**config.mk**
```make
export PLATFORM = sky130hd
export DESIGN_NAME = gtb_ctrl
export DESIGN_NICKNAME = d
export VERILOG_FILES = /design/src/rtl/gtb_pkg.sv /design/src/rtl/gtb_ctrl.sv
export VERILOG_INCLUDE_DIRS = /design/src /design/src/rtl
export SDC_FILE = /design/constraint.sdc
export NUM_CORES = 1
export LEC_CHECK = 0
export ABC_AREA = 1
export BUFFER_PORTS_ARGS = -buffer_cell sky130_fd_sc_hd__buf_4
export CAP_MARGIN = 30
export CORE_AREA = 2 2 39 41
export DETAILED_ROUTE_END_ITERATION = 8
export DIE_AREA = 0 0 41 43
export PLACE_DENSITY = 0.48
export SYNTH_ARGS = -nofsm -noshare
export SYNTH_HDL_FRONTEND = slang
export SYNTH_SLANG_ARGS = --single-unit
```
**constraint.sdc**
```tcl
create_clock -name clk -period 3.1 [get_ports clk]
set_clock_uncertainty 0.2 [all_clocks]
set_input_delay 0.465 -clock clk [delete_from_list [all_inputs] [get_ports clk]]
set_output_delay 0.465 -clock clk [all_outputs]
set_load 0.005 [all_outputs]
```
**src/rtl/glyph_text_blitter_top_defines.svh**
```systemverilog
// Assertion macros shared by the glyph text blitter RTL.
// Needs a clock named clk and an active-low reset named arst_n in scope.
`ifndef GLYPH_TEXT_BLITTER_TOP_DEFINES_SVH
`define GLYPH_TEXT_BLITTER_TOP_DEFINES_SVH

`ifndef ASSERT_OFF
`define GTB_ASSERT(lbl, prop, msg) \
	lbl: assert property (@(posedge clk) disable iff (!arst_n) prop) else $error(msg);
`define GTB_ASSERT_IMP(lbl, ante, cons, msg) \
	lbl: assert property (@(posedge clk) disable iff (!arst_n) (ante) |-> (cons)) \
		else $error(msg);
`define GTB_ASSERT_NXT(lbl, ante, cons, msg) \
	lbl: assert property (@(posedge clk) disable iff (!arst_n) (ante) |=> (cons)) \
		else $error(msg);
`else
`define GTB_ASSERT(lbl, prop, msg)
`define GTB_ASSERT_IMP(lbl, ante, cons, msg)
`define GTB_ASSERT_NXT(lbl, ante, cons, msg)
`endif

`endif

```
**src/rtl/gtb_pkg.sv**
```systemverilog
// Shared types and constants for the glyph text blitter.
// Used by gtb_ctrl, gtb_datapath and glyph_text_blitter_top; no dependencies.
`default_nettype none

package gtb_pkg;

	localparam int STORE_AW   = 14;   // font store address bits
	localparam int PIX_W      = 32;
	localparam int CODE_W     = 8;
	localparam int COORD_W    = 12;
	localparam int PITCH_W    = 13;
	localparam int GPR_W      = 5;
	localparam int DADDR_W    = 24;
	localparam int CFG_AW     = 3;
	localparam int CFG_DW     = 32;
	localparam int S_TDATA_W  = 56;
	localparam int M_TDATA_W  = 56;
	localparam int M_TUSER_W  = 2;

	localparam logic [CODE_W-1:0] CODE_NUL     = 8'd0;
	localparam logic [CODE_W-1:0] CODE_NEWLINE = 8'd10;

	localparam logic KIND_LOAD = 1'b0;
	localparam logic KIND_CHAR = 1'b1;

	localparam logic [CFG_AW-1:0] CFG_ORIGIN_X  = 3'd0;
	localparam logic [CFG_AW-1:0] CFG_ORIGIN_Y  = 3'd1;
	localparam logic [CFG_AW-1:0] CFG_PITCH     = 3'd2;
	localparam logic [CFG_AW-1:0] CFG_GPR       = 3'd3;
	localparam logic [CFG_AW-1:0] CFG_KEY_EN    = 3'd4;
	localparam logic [CFG_AW-1:0] CFG_KEY_COLOR = 3'd5;

	// one quotient bit per divider step
	localparam int DIV_CNT_W = 3;
	localparam logic [DIV_CNT_W-1:0] DIV_LAST = 3'(CODE_W - 1);

	typedef struct packed {
		logic font_wr;    // store the accepted font pixel
		logic char_acc;   // character beat accepted: cursor update, divider load
		logic div_step;   // one restoring division step
		logic setup;      // form glyph and framebuffer bases, advance cursor
		logic issue;      // read one font pixel into the pixel pipe
	} gtb_cmd_t;

	typedef struct packed {
		logic in_load;    // input beat is a font load
		logic in_glyph;   // input beat is a drawable character
		logic s1_ready;   // pixel pipe can take a read this cycle
		logic pix_last;   // pixel counters sit on the final glyph pixel
	} gtb_sts_t;

endpackage

`default_nettype wire

```
**src/rtl/gtb_ctrl.sv**
```systemverilog
// Controller state machine of the glyph text blitter.
// Depends on gtb_pkg and the assertion macros in glyph_text_blitter_top_defines.svh.
`default_nettype none
`include "glyph_text_blitter_top_defines.svh"

module gtb_ctrl
	import gtb_pkg::*;
(
	input  wire logic     clk,
	input  wire logic     arst_n,
	input  wire logic     s_tvalid,
	output logic          s_tready,
	input  wire gtb_sts_t sts,
	output gtb_cmd_t      cmd
);

	typedef enum logic [3:0] {
		ST_IDLE  = 4'b0001,
		ST_DIV   = 4'b0010,
		ST_SETUP = 4'b0100,
		ST_EMIT  = 4'b1000
	} state_t;

	state_t                state_q, state_d;
	logic [DIV_CNT_W-1:0]  div_cnt_q;
	logic                  acc;

	assign s_tready = (state_q == ST_IDLE);
	assign acc      = s_tvalid && s_tready;

	always_comb begin
		state_d      = state_q;
		cmd          = '0;
		cmd.font_wr  = acc && sts.in_load;
		cmd.char_acc = acc && !sts.in_load;
		case (state_q)
			ST_IDLE: begin
				if (acc && sts.in_glyph) begin
					state_d = ST_DIV;
				end
			end
			ST_DIV: begin
				cmd.div_step = 1'b1;
				if (div_cnt_q == DIV_LAST) begin
					state_d = ST_SETUP;
				end
			end
			ST_SETUP: begin
				cmd.setup = 1'b1;
				state_d   = ST_EMIT;
			end
			ST_EMIT: begin
				cmd.issue = sts.s1_ready;
				if (sts.s1_ready && sts.pix_last) begin
					state_d = ST_IDLE;
				end
			end
			default: begin
				state_d = ST_IDLE;
			end
		endcase
	end

	always_ff @(posedge clk or negedge arst_n) begin
		if (!arst_n) begin
			state_q   <= ST_IDLE;
			div_cnt_q <= '0;
		end else begin
			state_q <= state_d;
			if (state_q == ST_DIV) begin
				div_cnt_q <= div_cnt_q + 1'b1;
			end else begin
				div_cnt_q <= '0;
			end
		end
	end

	`GTB_ASSERT_IMP(a_issue_in_emit, cmd.issue, state_q == ST_EMIT, "pixel read outside emit")
	`GTB_ASSERT_NXT(a_div_to_setup, state_q == ST_DIV && div_cnt_q == DIV_LAST, state_q == ST_SETUP, "divider did not finish in time")
	`GTB_ASSERT_NXT(a_emit_done, state_q == ST_EMIT && cmd.issue && sts.pix_last, state_q == ST_IDLE, "glyph end did not return to idle")

endmodule

`default_nettype wire

```
==> flow_metrics.py, run 1 <==
metrics = {
    "route": {
        "detail_route.wirelength_um": 690,
        "total_via_count_in_the_routed_design": 331,
        "drtAntennaViolNets": 0,
        "routed_wire_length_per_instance_um": 8.519,
        "drt_pre_antenna_iters": 4,
        "drt_iter0_markers": 4,
        "viasPerCell": 4.086,
        "drc": 0,
    },
    "critical_path": {
        "criticalPathCategory": "reg2out",
        "crit_path_start_kind": "register",
        "cp-end-kind": "output port",
        "worst-path-max-fanout": 4,
        "critPathRequiredTime_ns": 2.43,
        "timing.critical_path.arrival_ns": 1.31,
    },
    "cells_and_area": {
        "num_antenna_cells": 0,
        "top_library_cells_by_usage_in_the_layout_fill_and_taps_aside": "12 x sky130_fd_sc_hd__buf_4, 10 x sky130_fd_sc_hd__inv_1, 8 x sky130_fd_sc_hd__nor2_1",
        "post_route_cells_drive_above_1_share": 0.3385,
        "fin_nets": 75,
        "area_growth_pct": 35.81,
        "final_common_cell": "sky130_fd_sc_hd__buf_4",
        "num-fill-cells": 147,
    },
    "timing": {
        "setup_viol": 0,
        "final_critical_period_ns": 1.978,
        "slew_headroom": 0.8632,
        "totalNegativeSetupSlack_ns": 0,
        "rsz0062_at_grt": "no",
        "period_share": 0.6382,
        "drv_slew": 0,
        "timing_hold_violations_final": 0,
        "maxClockFrequency_mhz": 505.5,
        "tightest_slew_ns": 0.2047,
    },
    "floorplan": {
        "die-width_um": 41,
        "core_region_area_um2": 1384,
        "top_level_ports": 13,
        "fp_rows": 14,
        "die-height_um": 43,
        "design.die.area_um2": 1763,
        "initial_utilization": 0.2803,
    },
    "synthesis": {
        "seq_area_frac_synth": 0.4548,
        "synth.lib_cells_used.distinct": 15,
        "synthesis.instances": 49,
        "netlist_area_um2": 387.9,
        "yosys_register_bits": 7,
        "post_synthesis_net_count": 58,
        "yosys_warnings": 0,
        "synthesis.area_per_instance_um2": 7.916,
    },
    "run_status": {
        "result_of_the_run": "completed",
    },
    "power_and_ir_drop": {
        "static_leakage_nw": 0.3152,
        "vdd_ir_drop_max_v": 0.0002933,
        "post-layout-total-power_uw": 360.4,
        "powerDensity_nw_per_um2": 684.2,
    },
    "placement": {
        "portBuffers": 12,
        "gp_routability_congestion": 0.6970,
        "hpwl_um": 574.7,
    },
    "clock_tree": {
        "clock_tree.htree_level_count": 1,
        "clk_root_buffer_cell": "sky130_fd_sc_hd__clkbuf_4",
        "cts.clk_slew.worst_paths_ns": 0.05,
        "numCtsBuffers": 3,
        "clock_sinks": 7,
        "insertion_delay_ns": 0.25,
        "cts_tree": "done",
        "clock_path_buffers": 2,
    },
    "global_route": {
        "first_global_vias": 278,
        "grt_pass1_wl_um": 1166,
        "grt_util_all_layers": 0.1058,
        "antenna_found_initial": 0,
        "gr-total-overflow": 0,
        "grt_start_max_net_pins": 8,
    },
    "worst_hold_path": {
        "timing.hold.worst.class": "reg2reg",
    },
    "flow_run": {
        "cap_violations": 0,
    },
}
[per-stage QoR]
step | setup slack (ns) | cell area (um2) | util | cells | hold WS [ns]
after CTS | 1.107 | 526.8 | 0.3807 | 81 | 0.2421
after global routing | 1.033 | 526.8 | 0.3807 | 81 | 0.2591
after global placement | 1.392 | 490.5 | 0.3544 | 76 | 0.08348
after floorplan | 1.523 | 387.9 | - | 49 | -0.03059
final | 1.122 | 526.8 | 0.3807 | 81 | 0.2397
after detailed placement | 1.387 | 490.5 | 0.3544 | 76 | 0.08089
[metal layers]
metal,global-route usage,share of wire,vias to the layer above
met5,0,0,-
met4,0.08000,0,0
met3,0.04712,0.055,0
met2,0.1281,0.47,9
met1,0.1409,0.48,142
li1,-,-,180
[cells by family (layout without fill, tap and decap cells)]
kind of cell	after synthesis	after routing	share of synthesized area
compound gates	1	1	0.02258
buf+inv	12	28	0.1258
flops	7	7	0.4548
simple gates	27	27	0.3323
fa+ha+maj	2	2	0.06451
[registers in the layout (all words and copies together) (netlist names)]
| register | count |
|---|---|
| div_cnt_q | 3 |
| state_q | 4 |
[worst paths after layout]
path	start	endpoint	slack, ns	cells past startpoint
min	div_cnt_q[0]	div_cnt_q[0]	0.24	1
max	state_q[0]	cmd[4]	1.12	5
min reg2reg	div_cnt_q[0]	div_cnt_q[0]	0.24	1
max in group asynchronous	arst_n	state_q[0]	2.14	2
min in group asynchronous	arst_n	div_cnt_q[2]	0.36	2
max reg2reg	div_cnt_q[0]	state_q[2]	1.72	6
[final cells by class]
type	instances	area [um2]	area share
multi-input cells	30	162.7	0.3088
repair buffers	13	100.1	0.1900
flip-flops and latches	7	176.4	0.3349
well taps	16	20.02	0.03800
clock buffers	4	26.28	0.04988
inverters	11	41.29	0.07838
[synthesized netlist by cell type]
cell | number | area, um2
sky130_fd_sc_hd__inv_1 | 10 | 37.54
sky130_fd_sc_hd__nor2_1 | 8 | 30.03
sky130_fd_sc_hd__nand2_1 | 7 | 26.28
sky130_fd_sc_hd__dfrtp_1 | 6 | 150.1
sky130_fd_sc_hd__nand3_1 | 6 | 30.03
sky130_fd_sc_hd__ha_1 | 2 | 25.02
sky130_fd_sc_hd__nor2_2 | 2 | 12.51
sky130_fd_sc_hd__and3_1 | 1 | 6.260
sky130_fd_sc_hd__buf_4 | 1 | 7.510
sky130_fd_sc_hd__dfstp_2 | 1 | 26.28
sky130_fd_sc_hd__inv_2 | 1 | 3.750
sky130_fd_sc_hd__nand2_2 | 1 | 6.260
sky130_fd_sc_hd__nor3_1 | 1 | 5.000
sky130_fd_sc_hd__nor3b_2 | 1 | 12.51
sky130_fd_sc_hd__o21ai_2 | 1 | 8.760
[worst max-delay path: stages, from the launching register on]
cell                      delay, ns
sky130_fd_sc_hd__dfstp_2       0.53
sky130_fd_sc_hd__inv_1         0.05
sky130_fd_sc_hd__nor2_2        0.10
sky130_fd_sc_hd__nand2_2       0.10
sky130_fd_sc_hd__nor3b_2       0.16
sky130_fd_sc_hd__buf_4         0.13
[repair_timing]
action                    4_1_cts  5_1_grt
buffers inserted                0        0
hold buffers                    1        0
resized for setup               0        0
hold endpoints to repair        7        0
[power by group]
part / total (mW) / internal (mW) / switching (mW)
Clock: 0.0810 / 0.0490 / 0.0320
Combinational: 0.150 / 0.0658 / 0.0837
Sequential: 0.130 / 0.115 / 0.0148
No activity file was read; power rests on OpenSTA's default activity.
==> inputs of run 2 (changes only) <==
--- a/config.mk
+++ b/config.mk
@@ -12,7 +12,7 @@
 export CORE_AREA = 2 2 39 41
 export DETAILED_ROUTE_END_ITERATION = 8
 export DIE_AREA = 0 0 41 43
-export PLACE_DENSITY = 0.48
+export PLACE_DENSITY = 0.5
 export SYNTH_ARGS = -nofsm -noshare
 export SYNTH_HDL_FRONTEND = slang
 export SYNTH_SLANG_ARGS = --single-unit
==> constraint.sdc (replaced) <==
create_clock -name clk -period 1.8 [get_ports clk]
set_clock_uncertainty 0.2 [all_clocks]
set_input_delay 0.27 -clock clk [delete_from_list [all_inputs] [get_ports clk]]
set_output_delay 0.27 -clock clk [all_outputs]
set_load 0.005 [all_outputs]
==> run 2 against run 1 <==
  * Total power is 99% higher
  * Design area is 7.8% higher
  * Worst setup slack worse by 1.1 ns
  * Combinational power rose by 130%
  * Clock-buffer cell count stayed put
  * Sequential cell count unchanged
  * Register-to-register slack got worse by 1.3 ns
  * Via count up 5.4%
  * Cell count grew 3.7%
==> flow_metrics.py, run 2 (synthesis results as in run 1) <==
metrics = {
    "critical_path": {
        "worst-path-stages": 5,
        "criticalPathCategory": "reg2out",
        "critical_path.cell_chain": "inv_2 > nor2_4 > nand2_4 > nor3b_2 > buf_4",
        "crit_path_start_kind": "register",
        "cp-end-kind": "output port",
        "worst-path-max-fanout": 3,
        "crit_buf_inv": 2,
        "slowest_stage": "sky130_fd_sc_hd__dfstp_2",
        "timing.critical_path.arrival_ns": 1.29,
        "worst_r2r_startpoint": "div_cnt_q[0]",
        "cp_top_family": "flip-flops",
        "timing.critical_path.from": "state_q[0]",
        "critPathRequiredTime_ns": 1.33,
        "crit_path_max_incr_delay_ns": 0.54,
        "worst_r2r_path_depth": 6,
    },
    "timing": {
        "tightest_slew_ns": 0.1739,
        "timing_hold_violations_final": 0,
        "final_critical_period_ns": 1.759,
        "maxClockFrequency_mhz": 568.4,
        "slew_headroom": 0.8837,
        "finalHoldWorstSlack_ns": 0.07183,
        "setup_viol": 0,
        "rsz0062_at_grt": "yes",
        "drv_slew": 0,
        "timing.final.ws_setup_ns": 0.04064,
        "period_share": 0.9774,
    },
    "worst_hold_path": {
        "worst_hold_startpoint": "sts[2]",
        "timing.hold.worst.class": "in2reg",
        "hold_depth": 3,
    },
    "floorplan": {
        "top_level_ports": 13,
        "die-height_um": 43,
        "initial_utilization": 0.2803,
        "core_region_area_um2": 1384,
        "fp_rows": 14,
        "die-width_um": 41,
        "design.die.area_um2": 1763,
    },
    "power_and_ir_drop": {
        "p_sw_frac": 0.3560,
        "clockPowerShare": 0.189,
        "pwr-share-comb": 0.491,
        "power.switching_uw": 255.5,
        "vdd_ir_drop_max_v": 0.0006484,
        "power.internal_uw": 462.2,
        "powerDensity_nw_per_um2": 1263,
        "power.share.sequential": 0.320,
        "static_leakage_nw": 0.3337,
    },
    "route": {
        "drtAntennaViolNets": 0,
        "detail_route.wirelength_um": 741,
        "drc": 0,
        "total_via_count_in_the_routed_design": 349,
        "drt_pre_antenna_iters": 4,
        "viasPerCell": 4.155,
        "routed_wire_length_per_instance_um": 8.821,
        "drt_iter0_markers": 3,
    },
    "cells_and_area": {
        "final_common_cell": "sky130_fd_sc_hd__buf_4",
        "instances_no_fill": 84,
        "num_antenna_cells": 0,
        "post_route_cells_drive_above_1_share": 0.3824,
        "biggestRegsByFlops": "state_q (4), div_cnt_q (3)",
        "largest_reg_flops": 4,
        "top_library_cells_by_usage_in_the_layout_fill_and_taps_aside": "14 x sky130_fd_sc_hd__buf_4, 9 x sky130_fd_sc_hd__inv_1, 8 x sky130_fd_sc_hd__nor2_1",
        "fin_nets": 78,
        "most_flop_heavy_register": "state_q",
        "num-fill-cells": 152,
        "area_growth_pct": 46.45,
    },
    "placement": {
        "detailedPlace.worstSlack_ns": 0.2713,
        "post-place-cells": 77,
        "hpwl_um": 582.4,
        "portBuffers": 12,
        "gp_routability_congestion": 0.7213,
    },
    "global_route": {
        "grt_start_max_net_pins": 8,
        "gr-total-overflow": 0,
        "grt_pass1_wl_um": 1159,
        "grt_util_all_layers": 0.1013,
        "first_global_vias": 300,
        "antenna_found_initial": 0,
    },
    "run_status": {
        "result_of_the_run": "completed",
    },
    "flow_run": {
        "cap_violations": 0,
    },
    "clock_tree": {
        "cts_tree": "done",
        "clock_tree.htree_level_count": 1,
        "clock_sinks": 7,
        "clk_root_buffer_cell": "sky130_fd_sc_hd__clkbuf_4",
        "cts.clk_slew.worst_paths_ns": 0.05,
        "insertion_delay_ns": 0.24,
        "numCtsBuffers": 3,
        "clock_path_buffers": 2,
    },
}
-- run 2: cell count changes in the layout (fill, tap and decap cells not counted), sizes merged --
| cell | change |
|---|---|
| buf | +3 |
-- run 2: layout make-up --
cell class                 instances  area, um2  area share
tap                               16      20.02     0.03524
multi-input combinational         30      177.7      0.3128
clock buffer                       4      26.28     0.04626
inverter                          11      41.29     0.07269
sequential                         7      176.4      0.3106
timing repair buffer              16      126.4      0.2225
-- run 2: final timing paths --
check | end | slack, ns
max | cmd[4] | 0.04
min | state_q[1] | 0.07
max reg2reg | state_q[2] | 0.44
min reg2reg | div_cnt_q[0] | 0.23
max in group asynchronous | state_q[0] | 1.02
min in group asynchronous | div_cnt_q[2] | 0.18
-- run 2: worst register-to-register path: stages (launching register included) --
cell,delay [ns]
sky130_fd_sc_hd__dfrtp_1,0.37
sky130_fd_sc_hd__ha_1,0.20
sky130_fd_sc_hd__ha_1,0.17
sky130_fd_sc_hd__inv_1,0.05
sky130_fd_sc_hd__nand3_1,0.11
sky130_fd_sc_hd__nand3_1,0.11
sky130_fd_sc_hd__nor2_1,0.04
-- run 2: per-stage QoR --
stage	utilization	setup TNS [ns]	power (mW)	cell area, um2
finish	0.4105	0	0.7177	568.0
global route	0.4105	-0.03006	0.7767	568.0
CTS	0.3951	-0.006550	0.6796	546.8
detailed placement	0.3599	0	0.4960	498.0
global placement	0.3599	0	0.4946	498.0
floorplan	-	0	0.3975	387.9
-- run 2: power by group through the flow --
stage / combinational [mW] / sequential [mW] / clock (mW)
floorplan: 0.177 / 0.220 / 0
global placement: 0.270 / 0.224 / 0
detailed placement: 0.270 / 0.226 / 0
CTS: 0.308 / 0.229 / 0.143
global route: 0.387 / 0.234 / 0.156
finish: 0.352 / 0.230 / 0.136
-- run 2: per-layer routing --
metal,share of wire,global-route usage,wire length (um)
met1,0.47,0.1258,346
met2,0.47,0.1375,351
met3,0.058,0.04712,43
met4,0,0.06000,0
met5,0,0,0
-- run 2: repair_timing --
item                                    CTS  global route
pin swaps                                 2             2
hold buffers                              1             0
hold endpoints to repair                  7             0
setup buffers                             1             1
endpoints found under the setup margin    1             3
resized for setup                         2             3
